==> src/rtl/five_level_page_table_walker_defines.svh <==
// Assertion macros for the page-table walker.
// Used by the top level; no other dependencies.
`ifndef FIVE_LEVEL_PAGE_TABLE_WALKER_DEFINES_SVH
`define FIVE_LEVEL_PAGE_TABLE_WALKER_DEFINES_SVH

`ifndef SYNTHESIS

// Same-cycle implication, checked on every clock edge out of reset.
`define PGW_ASSERT_IMP(lbl, ante, cons, msg) \
    lbl: assert property (@(posedge i_clk) disable iff (!i_rst_n) (ante) |-> (cons)) \
        else $error(msg);

// Next-cycle implication, checked on every clock edge out of reset.
`define PGW_ASSERT_NXT(lbl, ante, cons, msg) \
    lbl: assert property (@(posedge i_clk) disable iff (!i_rst_n) (ante) |=> (cons)) \
        else $error(msg);

`else

`define PGW_ASSERT_IMP(lbl, ante, cons, msg)
`define PGW_ASSERT_NXT(lbl, ante, cons, msg)

`endif

`endif

==> src/rtl/pgw_pkg.sv <==
// Shared types, constants and helper functions of the page-table walker.
// No dependencies; every other file of the walker but the defines header depends on this package.
package pgw_pkg;

    // Walk geometry.
    localparam int NUM_LEVELS = 5;
    localparam int PHYS_BITS  = 52;

    // Fixed field widths.
    localparam int PA_W  = 52;
    localparam int VA_W  = 57;
    localparam int IN_VA_W = 64;
    localparam int ENT_W = 64;
    localparam int IDX_W = 9;
    localparam int LVL_W = 3;

    typedef logic [LVL_W-1:0] t_level;

    // Level codes: the level of the entry being fetched.
    localparam t_level LVL_PML5 = 3'd0;
    localparam t_level LVL_P4D  = 3'd1;
    localparam t_level LVL_PUD  = 3'd2;
    localparam t_level LVL_PMD  = 3'd3;
    localparam t_level LVL_PTE  = 3'd4;

    // Four-level paging starts one level down and never uses bits 56:48.
    localparam t_level FIRST_LEVEL = (NUM_LEVELS >= 5) ? LVL_PML5 : LVL_P4D;

    // Input item kinds and result kinds.
    localparam logic KIND_REQUEST = 1'b0;
    localparam logic KIND_RETURN  = 1'b1;
    localparam logic RES_READ     = 1'b0;
    localparam logic RES_DONE     = 1'b1;

    // Entry bits.
    localparam int ENT_PRESENT_BIT = 0;
    localparam int ENT_PSE_BIT     = 7;

    // Address masks.
    localparam logic [PA_W-1:0] PHYS_MASK = PA_W'((65'd1 << PHYS_BITS) - 65'd1);
    localparam logic [PA_W-1:0] FRAME_4K  = 52'hF_FFFF_FFFF_F000;
    localparam logic [PA_W-1:0] FRAME_2M  = 52'hF_FFFF_FFE0_0000;
    localparam logic [PA_W-1:0] FRAME_1G  = 52'hF_FFFF_C000_0000;
    localparam logic [PA_W-1:0] OFF_4K    = 52'h0_0000_0000_0FFF;
    localparam logic [PA_W-1:0] OFF_2M    = 52'h0_0000_001F_FFFF;
    localparam logic [PA_W-1:0] OFF_1G    = 52'h0_0000_3FFF_FFFF;

    // One input transaction as held in the input register.
    typedef struct packed {
        logic               kind;
        logic [PA_W-1:0]    root_addr;
        logic [IN_VA_W-1:0] virt_addr;
        logic [ENT_W-1:0]   entry_data;
    } t_in_item;

    // Status from the walk core back to the input stage.
    typedef struct packed {
        logic advance;  // The held item is consumed at this edge.
        logic emit;     // The held item produces a result.
    } t_core_stat;

    // Table index of the virtual address for a given level.
    function automatic logic [IDX_W-1:0] pgw_entry_index(input t_level lvl,
                                                         input logic [VA_W-1:0] va);
        logic [IDX_W-1:0] idx;
        case (lvl)
            LVL_PML5: idx = va[56:48];
            LVL_P4D:  idx = va[47:39];
            LVL_PUD:  idx = va[38:30];
            LVL_PMD:  idx = va[29:21];
            default:  idx = va[20:12];
        endcase
        return idx;
    endfunction

endpackage

==> src/rtl/pgw_in_if.sv <==
// Input channel of the page-table walker: valid/ready plus the item fields.
// Depends on pgw_pkg for the field widths.
interface pgw_in_if;
    logic                      valid;
    logic                      ready;
    logic                      kind;
    logic [pgw_pkg::PA_W-1:0]    root_addr;
    logic [pgw_pkg::IN_VA_W-1:0] virt_addr;
    logic [pgw_pkg::ENT_W-1:0]   entry_data;

    modport source (output valid, kind, root_addr, virt_addr, entry_data, input ready);
    modport sink   (input valid, kind, root_addr, virt_addr, entry_data, output ready);
endinterface

==> src/rtl/pgw_out_if.sv <==
// Result channel of the page-table walker: valid/ready plus the result fields.
// Depends on pgw_pkg for the field widths.
interface pgw_out_if;
    logic                   valid;
    logic                   ready;
    logic                   kind_res;
    logic [pgw_pkg::PA_W-1:0] read_addr;
    logic [pgw_pkg::PA_W-1:0] phys_addr;
    logic                   fault;

    modport source (output valid, kind_res, read_addr, phys_addr, fault, input ready);
    modport sink   (input valid, kind_res, read_addr, phys_addr, fault, output ready);
endinterface

==> src/rtl/pgw_in_reg.sv <==
// Input register of the page-table walker: holds one accepted transaction.
// Depends on pgw_pkg and pgw_in_if.
module pgw_in_reg (
    input  logic                i_clk,
    input  logic                i_rst_n,
    pgw_in_if.sink              i_in,
    input  pgw_pkg::t_core_stat i_stat,
    output logic                o_valid,
    output pgw_pkg::t_in_item   o_item
);
    import pgw_pkg::*;

    logic     r_valid;
    t_in_item r_item;

    // A new transaction can enter when the register is empty or is being drained.
    assign i_in.ready = !r_valid || i_stat.advance;

    // Valid flag.
    always_ff @(posedge i_clk) begin
        if (!i_rst_n) begin
            r_valid <= 1'b0;
        end else if (i_in.ready) begin
            r_valid <= i_in.valid;
        end
    end

    // Payload capture.
    always_ff @(posedge i_clk) begin
        if (i_in.valid && i_in.ready) begin
            r_item.kind       <= i_in.kind;
            r_item.root_addr  <= i_in.root_addr;
            r_item.virt_addr  <= i_in.virt_addr;
            r_item.entry_data <= i_in.entry_data;
        end
    end

    assign o_valid = r_valid;
    assign o_item  = r_item;
endmodule

==> src/rtl/pgw_core.sv <==
// Walk state, entry decode and result register of the page-table walker.
// Depends on pgw_pkg and pgw_out_if.
module pgw_core (
    input  logic                i_clk,
    input  logic                i_rst_n,
    input  logic                i_valid,
    input  pgw_pkg::t_in_item   i_item,
    output pgw_pkg::t_core_stat o_stat,
    pgw_out_if.source           o_out
);
    import pgw_pkg::*;

    // Walk state.
    logic            r_busy;
    t_level          r_level;
    logic [PA_W-1:0] r_base;
    logic [VA_W-1:0] r_va;
    logic            n_busy;
    t_level          n_level;
    logic [PA_W-1:0] n_base;
    logic [VA_W-1:0] n_va;

    // Result register.
    logic            r_out_valid;
    logic            r_out_kind;
    logic [PA_W-1:0] r_out_read;
    logic [PA_W-1:0] r_out_phys;
    logic            r_out_fault;

    // Decode signals.
    t_level           lvl;
    logic [PA_W-1:0]  ent;
    logic             emit_read;
    logic             emit_done;
    logic [PA_W-1:0]  done_pa;
    logic             done_fault;
    logic [IDX_W-1:0] idx;
    logic [PA_W-1:0]  read_addr;
    logic             advance;

    // Next walk state and the result of the held transaction.
    always_comb begin
        n_busy     = r_busy;
        n_level    = r_level;
        n_base     = r_base;
        n_va       = r_va;
        emit_read  = 1'b0;
        emit_done  = 1'b0;
        done_pa    = '0;
        done_fault = 1'b0;
        lvl        = (r_level > LVL_PTE) ? LVL_PTE : r_level;
        ent        = i_item.entry_data[PA_W-1:0];
        if (i_item.kind == KIND_REQUEST) begin
            // A request always starts a new walk, abandoning any current one.
            n_busy    = 1'b1;
            n_level   = FIRST_LEVEL;
            n_base    = i_item.root_addr & PHYS_MASK;
            n_va      = i_item.virt_addr[VA_W-1:0];
            emit_read = 1'b1;
        end else if (r_busy) begin
            if (!i_item.entry_data[ENT_PRESENT_BIT]) begin
                n_busy     = 1'b0;
                emit_done  = 1'b1;
                done_fault = 1'b1;
            end else if (lvl == LVL_PTE) begin
                n_busy    = 1'b0;
                emit_done = 1'b1;
                done_pa   = ((ent & FRAME_4K) | (r_va[PA_W-1:0] & OFF_4K)) & PHYS_MASK;
            end else if (lvl == LVL_PUD && i_item.entry_data[ENT_PSE_BIT]) begin
                n_busy    = 1'b0;
                emit_done = 1'b1;
                done_pa   = ((ent & FRAME_1G) | (r_va[PA_W-1:0] & OFF_1G)) & PHYS_MASK;
            end else if (lvl == LVL_PMD && i_item.entry_data[ENT_PSE_BIT]) begin
                n_busy    = 1'b0;
                emit_done = 1'b1;
                done_pa   = ((ent & FRAME_2M) | (r_va[PA_W-1:0] & OFF_2M)) & PHYS_MASK;
            end else begin
                // Descend to the next level's table.
                n_base    = ent & FRAME_4K & PHYS_MASK;
                n_level   = LVL_W'(lvl + 3'd1);
                emit_read = 1'b1;
            end
        end
    end

    // Entry address of the next read: table base plus eight times the index.
    assign idx       = pgw_entry_index(n_level, n_va);
    assign read_addr = (n_base + {{(PA_W-IDX_W-3){1'b0}}, idx, 3'b000}) & PHYS_MASK;

    // The held transaction moves on unless its result finds the output occupied.
    assign advance = i_valid
                     && (!(emit_read || emit_done) || !r_out_valid || o_out.ready);

    assign o_stat.advance = advance;
    assign o_stat.emit    = advance && (emit_read || emit_done);

    // Walk state registers.
    always_ff @(posedge i_clk) begin
        if (!i_rst_n) begin
            r_busy  <= 1'b0;
            r_level <= LVL_PML5;
            r_base  <= '0;
            r_va    <= '0;
        end else if (advance) begin
            r_busy  <= n_busy;
            r_level <= n_level;
            r_base  <= n_base;
            r_va    <= n_va;
        end
    end

    // Result valid flag.
    always_ff @(posedge i_clk) begin
        if (!i_rst_n) begin
            r_out_valid <= 1'b0;
        end else if (o_stat.emit) begin
            r_out_valid <= 1'b1;
        end else if (o_out.ready) begin
            r_out_valid <= 1'b0;
        end
    end

    // Result payload.
    always_ff @(posedge i_clk) begin
        if (o_stat.emit) begin
            r_out_kind  <= emit_done ? RES_DONE : RES_READ;
            r_out_read  <= emit_read ? read_addr : '0;
            r_out_phys  <= done_pa;
            r_out_fault <= done_fault;
        end
    end

    assign o_out.valid     = r_out_valid;
    assign o_out.kind_res  = r_out_kind;
    assign o_out.read_addr = r_out_read;
    assign o_out.phys_addr = r_out_phys;
    assign o_out.fault     = r_out_fault;
endmodule

==> src/rtl/five_level_page_table_walker.sv <==
// Page-table walker for x86-64 five-level paging: input register, walk core, result register.
// Depends on pgw_pkg, pgw_in_if, pgw_out_if, pgw_in_reg, pgw_core and the defines header.
//
// The walker takes one transaction per cycle on i_in while i_in.ready is high: either
// a translate request (root table address and virtual address) or a returned page-table
// entry. Each transaction that causes a result produces exactly one on o_out: an 8-byte
// entry read request, or a finished translation with a fault flag. A transaction's result
// is presented on o_out once it has moved from the input register into the result
// register, which then drives o_out. The entry decode between the two registers is a
// single pass of masking and one 52-bit add. While a result waits on o_out, the input
// register can still take one transaction. Once the held transaction also has a result
// to deliver, i_in.ready stays low until o_out takes the waiting result. The block
// sustains one transaction per cycle whenever the result side keeps up. Returned entries
// while no walk is active are dropped, and a new request abandons any walk in progress.
`include "five_level_page_table_walker_defines.svh"

module five_level_page_table_walker (
    input  logic      i_clk,
    input  logic      i_rst_n,
    pgw_in_if.sink    i_in,
    pgw_out_if.source o_out
);
    import pgw_pkg::*;

    logic       w_in_valid;
    t_in_item   w_in_item;
    t_core_stat w_stat;

    // Input register.
    pgw_in_reg u_in_reg (
        .i_clk   (i_clk),
        .i_rst_n (i_rst_n),
        .i_in    (i_in),
        .i_stat  (w_stat),
        .o_valid (w_in_valid),
        .o_item  (w_in_item)
    );

    // Walk state, decode and result register.
    pgw_core u_core (
        .i_clk   (i_clk),
        .i_rst_n (i_rst_n),
        .i_valid (w_in_valid),
        .i_item  (w_in_item),
        .o_stat  (w_stat),
        .o_out   (o_out)
    );

    // An accepted transaction lands in the input register.
    `PGW_ASSERT_NXT(a_in_loaded, i_in.valid && i_in.ready, w_in_valid, "Accepted transaction lost")

    // A held transaction that does not move on stays held.
    `PGW_ASSERT_NXT(a_in_held, w_in_valid && !w_stat.advance, w_in_valid, "Held transaction dropped")

    // A produced result always shows up on the output.
    `PGW_ASSERT_NXT(a_emit_shown, w_stat.emit, o_out.valid, "Result not presented")

    // The core never consumes an empty input register.
    `PGW_ASSERT_IMP(a_adv_valid, w_stat.advance, w_in_valid, "Advance without a transaction")
endmodule

==> src/flat_wrapper.sv <==
// flat-port wrapper written by rule: the top's interface ports become plain ports
module five_level_page_table_walker_flat import pgw_pkg::*;
  (i_clk, i_rst_n, i_in_valid, i_in_kind, i_in_root_addr, i_in_virt_addr, i_in_entry_data, i_in_ready, o_out_valid, o_out_kind_res, o_out_read_addr, o_out_phys_addr, o_out_fault, o_out_ready);
  pgw_in_if i_in_i ();
  pgw_out_if o_out_i ();
  input  logic i_clk;
  input  logic i_rst_n;
  input wire logic [$bits(i_in_i.valid)-1:0] i_in_valid;
  input wire logic [$bits(i_in_i.kind)-1:0] i_in_kind;
  input wire logic [$bits(i_in_i.root_addr)-1:0] i_in_root_addr;
  input wire logic [$bits(i_in_i.virt_addr)-1:0] i_in_virt_addr;
  input wire logic [$bits(i_in_i.entry_data)-1:0] i_in_entry_data;
  output wire logic [$bits(i_in_i.ready)-1:0] i_in_ready;
  output wire logic [$bits(o_out_i.valid)-1:0] o_out_valid;
  output wire logic [$bits(o_out_i.kind_res)-1:0] o_out_kind_res;
  output wire logic [$bits(o_out_i.read_addr)-1:0] o_out_read_addr;
  output wire logic [$bits(o_out_i.phys_addr)-1:0] o_out_phys_addr;
  output wire logic [$bits(o_out_i.fault)-1:0] o_out_fault;
  input wire logic [$bits(o_out_i.ready)-1:0] o_out_ready;
  assign i_in_i.valid = i_in_valid;
  assign i_in_i.kind = i_in_kind;
  assign i_in_i.root_addr = i_in_root_addr;
  assign i_in_i.virt_addr = i_in_virt_addr;
  assign i_in_i.entry_data = i_in_entry_data;
  assign i_in_ready = i_in_i.ready;
  assign o_out_valid = o_out_i.valid;
  assign o_out_kind_res = o_out_i.kind_res;
  assign o_out_read_addr = o_out_i.read_addr;
  assign o_out_phys_addr = o_out_i.phys_addr;
  assign o_out_fault = o_out_i.fault;
  assign o_out_i.ready = o_out_ready;
  five_level_page_table_walker u_core (.i_clk(i_clk), .i_rst_n(i_rst_n), .i_in(i_in_i), .o_out(o_out_i));
endmodule
==> config.mk <==
export PLATFORM = sky130hd
export DESIGN_NAME = five_level_page_table_walker_flat
export DESIGN_NICKNAME = d
export VERILOG_FILES = /design/src/rtl/pgw_pkg.sv /design/src/rtl/pgw_in_if.sv /design/src/rtl/pgw_out_if.sv /design/src/rtl/pgw_in_reg.sv /design/src/rtl/pgw_core.sv /design/src/rtl/five_level_page_table_walker.sv /design/src/flat_wrapper.sv
export VERILOG_INCLUDE_DIRS = /design/src /design/src/rtl
export SDC_FILE = /design/constraint.sdc
export NUM_CORES = 1
export LEC_CHECK = 0
export BUFFER_PORTS_ARGS = -buffer_cell sky130_fd_sc_hd__clkbuf_2
export CORE_ASPECT_RATIO = 1.75
export CORE_MARGIN = 2
export CORE_UTILIZATION = 40
export CTS_BUF_LIST = sky130_fd_sc_hd__clkbuf_2
export DETAILED_ROUTE_END_ITERATION = 12
export PLACE_DENSITY = 0.68
export SETUP_SLACK_MARGIN = 0.02
export SYNTH_ARGS = -nofsm -noshare
export SYNTH_HDL_FRONTEND = slang
export SYNTH_SLANG_ARGS = --single-unit
==> constraint.sdc <==
create_clock -name i_clk -period 19.2 [get_ports i_clk]
set_input_delay 2.88 -clock i_clk [delete_from_list [all_inputs] [get_ports i_clk]]
set_output_delay 2.88 -clock i_clk [all_outputs]
set_load 0.05 [all_outputs]
==> flow_summary.yaml, run 1 <==
critical_path:
  crit_required_ns: 20.03
  cp-end-kind: "flip-flop"
  cp_data_arrival_time_ns: 7.80
  path_max_fanout: 40
  reg2reg_slack_ns: 12.23
  worstSetupPathType: "reg2reg"
  startpoint_type: "flip-flop"
synthesis:
  synth_edf_count: 258
  ys_ff_latch: 369
  yosysTopAreaCell: "edfxtp_1"
  synth_cell_type_count: 66
  synth_top_area_share_pct: 48.66
  synth-warning-count: 0
  synth_area_um2: 15920
  syn_nets: 1588
  syn_area_per_cell_um2: 11.46
  seq_area_frac_synth_pct: 62.62
  ys.flop_type: "edfxtp_1"
  synth.area.top_cells: "edfxtp_1, dfxtp_1, nand2_1, a21boi_0, and2_1"
  synth-async-reset-ratio_pct: 0
  syn_inst: 1389
placement:
  port-buffer-count: 263
  place.gp.congestion: 0.8611
  dp.final_hpwl_um: 30410
  dpl_cell_area_um2: 17620
sta:
  hold_violations: 0
  min_period_ns: 6.973
  relSlewSlack_pct: 27.09
  fin_crit_sh_pct: 36.32
  timing.fmax_mhz: 143.4
  max_slew.worst_pin.slew_ns: 1.094
  tns_ns: 0
  setup_viol: 0
  skew_ns: 0.1256
  rsz0062_at_grt: "no"
  slew_viol_final: 0
  whs_ns: 0.4660
cts:
  ctsHtreeMaxLevel: 3
  cts_resized: 0
  post_cts_buffers: 0
  clockBufferDepth: 3
  path_clk_slew_ns: 0.11
  cts_num_sinks: 369
  cts_tree: "yes"
  cts_root_buf: "clkbuf_2"
  numCtsBuffers: 82
  clk_latency_ns: 1.04
  postCtsHoldBufs: 0
power:
  combPwrFrac_pct: 9.8
  internal-power_mw: 1.147
  switching_share_pct: 27.75
  ir_worst_vdd_mv: 0.04666
  clockPowerShare_pct: 33.0
  p_sw_uw: 440.4
  seq_power_share_pct: 57.2
  power.density_nw_per_um2: 86.02
  p_leak_nw: 6.914
global_routing:
  antenna_found_initial: 5
  grt_use_total_pct: 21.40
  grt_max_degree: 112
  grt_pass1_wl_um: 67100
  first_global_vias: 11850
  grt.overflow.total: 0
route:
  drt_iter0_markers: 726
  viasPerCell: 5.332
  wire_per_inst_um: 20.04
  num_vias: 11890
  drc_errors: 0
  wl_um: 44680
  drtPass1Iterations: 5
  ant_nets: 0
worst_hold_path:
  min_path_type: "reg2reg"
finish:
  area_growth_pct: 15.88
  layout.nets: 1864
  drive_above_1_share_pct: 26.82
  design_area_um2: 18450
floorplanning:
  die_height_um: 267.9
  num_io_pins: 293
  core_area_um2: 39280
  rows: 96
  die_w_um: 154.8
  initial_core_util_pct: 40.53
  dieArea_um2: 41480
run_status:
  outcome: "completed"
flow_run:
  maxCapViolCount: 0
==> placed cells by master (no fill, tap or decap), drive strengths merged, types with 9 or more instances in the layout <==
cell	synthesis	routed
clkbuf	50	380
nand2	293	293
edfxtp	258	258
dfxtp	111	111
a21boi	103	103
nor2	86	86
a21oi	78	78
and2	53	53
o31ai	31	31
clkinv	0	30
o21ai	27	27
nand3	26	26
a41oi	24	24
buf	43	23
nand4	21	21
xor2	15	15
ha	13	13
or3	12	12
a31oi	12	12
mux2i	11	11
xnor2	11	11
inv	10	10
nor2b	9	9
==> final timing paths <==
check | endpoint | depth (start not counted) | start
setup / recovery | u_core.u_core.o_out.read_addr[40]$_SDFFCE_PN0P_ | 23 | u_core.u_core.r_level[2]$_SDFFE_PN0P_
hold / removal | u_core.u_core.r_va[30]$_SDFFE_PN0P_ | 2 | u_core.u_in_reg.o_item[94]$_DFFE_PP_
setup reg to reg | u_core.u_core.o_out.read_addr[40]$_SDFFCE_PN0P_ | 23 | u_core.u_core.r_level[2]$_SDFFE_PN0P_
hold reg to reg | u_core.u_core.r_va[30]$_SDFFE_PN0P_ | 2 | u_core.u_in_reg.o_item[94]$_DFFE_PP_
==> state kept, by name, indices dropped and copies added, names as in the netlist <==
register and count:
u_core.u_core.o_out.fault 1, u_core.u_core.o_out.kind_res 1, u_core.u_core.o_out.phys_addr 52, u_core.u_core.o_out.read_addr 52, u_core.u_core.o_out.valid 1, u_core.u_core.r_base 48, u_core.u_core.r_busy 1, u_core.u_core.r_level 3
u_core.u_core.r_va 57, u_core.u_in_reg.o_item 152, u_core.u_in_reg.o_valid 1
==> area by class of cell <==
| cell class | instances | area (µm²) |
|---|---|---|
| clock inverter | 35 | 229.0 |
| clock buffer | 118 | 590.6 |
| antenna | 5 | 12.51 |
| tap | 490 | 613.1 |
| sequential | 369 | 9970 |
| multi-input combinational | 917 | 5515 |
| fill | 3663 | 20830 |
| inverter | 10 | 37.54 |
| timing repair buffer | 285 | 1481 |
==> kinds of logic (layout without fill, tap and decap cells) <==
kind of cell	count (synthesis)	count (layout)	share of synthesized area, %
AOI/OAI and AO/OA	320	320	14.43
DFF	369	369	62.62
muxes	21	21	1.682
other	0	5	0
xor gates and xnor gates	26	26	1.430
and+or+nand+nor	536	536	15.52
buffers and inverters	103	448	3.167
adders and majority gates	14	14	1.147
==> power by group through the flow <==
stage / Clock [mW] / Combinational [mW] / Sequential (mW)
6_report: 0.524 / 0.155 / 0.907
3_5_place_dp: 0 / 0.156 / 0.925
5_1_grt: 0.582 / 0.170 / 0.910
4_1_cts: 0.545 / 0.156 / 0.907
3_3_place_gp: 0 / 0.153 / 0.925
2_1_floorplan: 0 / 0.0794 / 0.947
==> critical path: stages, from the launching register on <==
cell and delay, ns:
dfxtp_1 0.54, inv_1 0.15, nand2_1 0.14, inv_1 0.07
ha_1 0.20, ha_1 0.25, a22oi_4 0.17, buf_4 0.46
nand3_1 0.35, o21ai_1 0.65, o21ai_0 0.38, a221o_1 0.43
mux2_2 0.28, ha_1 0.27, a21o_1 0.13, nand4_1 0.13
a21boi_0 0.38, a311oi_1 0.19, buf_4 0.20, nor4_2 0.28
buf_4 0.26, nand3_2 0.18, or4_1 0.51, a21oi_1 0.21
==> Yosys cell counts, types with 3 or more instances <==
cell and n:
nand2_1 293, edfxtp_1 258, dfxtp_1 111, a21boi_0 103, nor2_1 86, a21oi_1 66
and2_1 53, clkbuf_1 50, o31ai_1 31, nand3_1 25, o21ai_0 25, a41oi_1 24
nand4_1 17, buf_2 16, xor2_1 15, ha_1 13, or3_1 12, a31oi_1 11
buf_1 11, mux2i_1 11, xnor2_1 11, inv_1 10, a21oi_2 9, nor2b_1 9
a21o_1 8, a221o_1 8, buf_6 8, o2bb2ai_1 8, buf_4 7, mux2_2 6
nand2b_1 6, nor3_1 5, or4_1 5, a221oi_1 4, mux4_2 4, a21oi_4 3
a31o_2 3, and3_1 3, nand3b_1 3, nand4_2 3, nor4_1 3, or2_2 3
==> stage by stage <==
stage | setup slack (ns) | util [%] | power [mW] | std cells
floorplan | 8.066 | - | 1.027 | 1389
global placement | 12.31 | 44.85 | 1.078 | 2071
detailed placement | 12.30 | 44.85 | 1.081 | 2071
CTS | 12.24 | 46.94 | 1.609 | 2224
global route | 11.73 | 46.97 | 1.662 | 2229
finish | 12.23 | 46.97 | 1.587 | 2229
==> layer usage <==
metal | GRT usage (%) | vias to the layer above | part of all wire, %
li1 | - | 5634 | -
met2 | 38.50 | 448 | 53
met4 | 13.16 | 0 | 5.4
met5 | 0 | - | 0
met3 | 3.903 | 107 | 5.1
met1 | 23.28 | 5697 | 37
No activity file was read; power rests on OpenSTA's default activity.
==> run 2, diff against run 1 <==
- PLACE_DENSITY: 0.68 -> 0.7
- clock period: 19.2 -> 5.8 ns (I/O delays scaled with it)
==> flow_summary.yaml, run 2 (synthesis gave the netlist of run 1 again) <==
power:
  ir_worst_vdd_mv: 0.1466
  power.density_nw_per_um2: 269.2
  power.total_mw: 5.341
  p_leak_nw: 7.543
sta:
  min_period_ns: 5.354
  rsz0062_at_grt: "no"
  fin_crit_sh_pct: 92.32
  skew_ns: 0.08652
  tns_ns: 0
  relSlewSlack_pct: 22.30
  max_slew.worst_pin.slew_ns: 1.166
  hold_violations: 0
  timing.fmax_mhz: 186.8
  whs_ns: 0.1095
  slew_viol_final: 0
  setup_viol: 0
finish:
  fillCellCount: 3522
  design_area_um2: 19840
  largest_reg_flops: 152
  final_common_cell: "clkbuf_2"
  drive_above_1_share_pct: 26.08
  area_growth_pct: 24.62
  multi_input_area_um2: 5525
  layout_common_cells: "clkbuf_2, nand2_1, edfxtp_1"
  ff_latch_area_um2: 9970
  layout.nets: 2008
critical_path:
  cp-end-kind: "flip-flop"
  startpoint_type: "flip-flop"
  worstSetupPathType: "reg2reg"
  slowest_stage: "a311oi_1"
  crit_required_ns: 6.53
  cp_data_arrival_time_ns: 6.09
  slowest_delay_ns: 0.56
  crit_path_frequent_cell: "ha_1"
  worstPathCellList: "inv_1, nand2_1, inv_1, ha_1, ha_1, a22o_2, nor3_4, mux2i_1, buf_6, mux2i_1, nor2_1, a221oi_1, a21oi_1, ha_1, a21o_1, a21oi_1, a21boi_2, a311oi_1, nor4_2, buf_4, clkdlybuf4s15_2, nand3_1, xor2_1, nor2_1"
  path_max_fanout: 11
global_routing:
  antenna_found_initial: 3
  grt_max_degree: 112
  met1_usage_pct: 24.31
  use_met3_pct: 3.757
  grt_pass1_wl_um: 71190
  grt_use_total_pct: 22.49
  top_usage_layer: "met2"
  globalRouteMet2Util_pct: 40.19
  grt.overflow.total: 0
  first_global_vias: 13010
run_status:
  outcome: "completed"
cts:
  clockBufferDepth: 3
  clk_latency_ns: 1.00
  ctsHtreeMaxLevel: 3
  numCtsBuffers: 86
  path_clk_slew_ns: 0.12
  cts_root_buf: "clkbuf_2"
  cts_num_sinks: 369
  cts_tree: "yes"
placement:
  port-buffer-count: 263
  place.gp.congestion: 0.8548
  dpl_cell_area_um2: 17660
  dp.final_hpwl_um: 30690
route:
  num_vias: 12540
  wire_per_inst_um: 19.80
  drc_errors: 0
  ant_nets: 0
  drtPass1Iterations: 5
  viasPerCell: 5.287
  drt_iter0_markers: 693
  wl_um: 46980
floorplanning:
  rows: 96
  num_io_pins: 293
  die_w_um: 154.8
  initial_core_util_pct: 40.53
  dieArea_um2: 41480
  die_height_um: 267.9
  core_area_um2: 39280
worst_hold_path:
  min_path_type: "in2reg"
flow_run:
  maxCapViolCount: 0
## run 2: changes by cell type in the layout (fill, tap and decap cells not counted), moves of 2 or more
cell,change
diode_2,-2
clkbuf_2,+14
buf_4,+9
clkinv_1,-7
dlygate4sd3_1,+129
## run 2: per-layer routing
| metal | up-vias | share of wire (%) |
|---|---|---|
| met5 | - | 0 |
| met4 | 0 | 6.4 |
| li1 | 5927 | - |
| met2 | 466 | 52 |
| met1 | 6020 | 37 |
| met3 | 127 | 4.8 |
## run 2: critical path: cells and delay by family (launching register included)
| family | cells | cell delay [ns] |
|---|---|---|
| AO/OA/AOI/OAI | 7 | 1.73 |
| adder cells (fa/ha/maj) | 3 | 0.81 |
| buffers and inverters | 5 | 0.79 |
| AND/OR/NAND/NOR | 6 | 0.67 |
| multiplexers | 2 | 0.58 |
| flip-flops | 1 | 0.35 |
| XOR/XNOR | 1 | 0.16 |
## run 2: what timing repair did
| item | CTS | global route |
|---|---|---|
| resized for setup | 0 | 5 |
| hold buffers | 129 | 0 |
| buffers inserted | 0 | 4 |
| hold endpoints to repair | 129 | 0 |
| setup endpoints to repair | 0 | 13 |
## run 2: metrics by stage
stage                     instances  utilization [%]  setup slack [ns]
after detailed placement       2077            44.97            0.2021
after global routing           2372            50.51           0.07819
after global placement         2077            44.97            0.3251
after floorplan                1389                -           0.09898
after CTS                      2364            50.35            0.1203
final                          2372            50.51            0.4455
## run 2: final timing paths
kind / from / end / slack (ns) / cells after the start
worst max-delay path: u_core.u_core.r_level[2]$_SDFFE_PN0P_ / u_core.u_core.o_out.read_addr[36]$_SDFFCE_PN0P_ / 0.45 / 24
worst max register to register: u_core.u_core.r_level[2]$_SDFFE_PN0P_ / u_core.u_core.o_out.read_addr[36]$_SDFFCE_PN0P_ / 0.45 / 24
worst min-delay path: i_in_entry_data[32] / u_core.u_in_reg.o_item[32]$_DFFE_PP_ / 0.11 / 1
worst min register to register: u_core.u_core.r_va[0]$_SDFFE_PN0P_ / u_core.u_core.r_va[0]$_SDFFE_PN0P_ / 0.47 / 2
## run 2: final cells by class
cell class	count	share of cell area, %
Multi-Input combinational cell	917	27.85
Clock buffer	132	3.330
Timing Repair Buffer	425	14.43
Clock inverter	26	0.8261
Tap cell	490	3.090
Inverter	10	0.1892
Antenna cell	3	0.03784
Sequential cell	369	50.25
## run 2: power by group
group / switching [mW] / internal, mW / total, mW
logic: 0.367 / 0.223 / 0.590
registers: 0.0650 / 2.94 / 3.01
clock network: 1.05 / 0.695 / 1.74
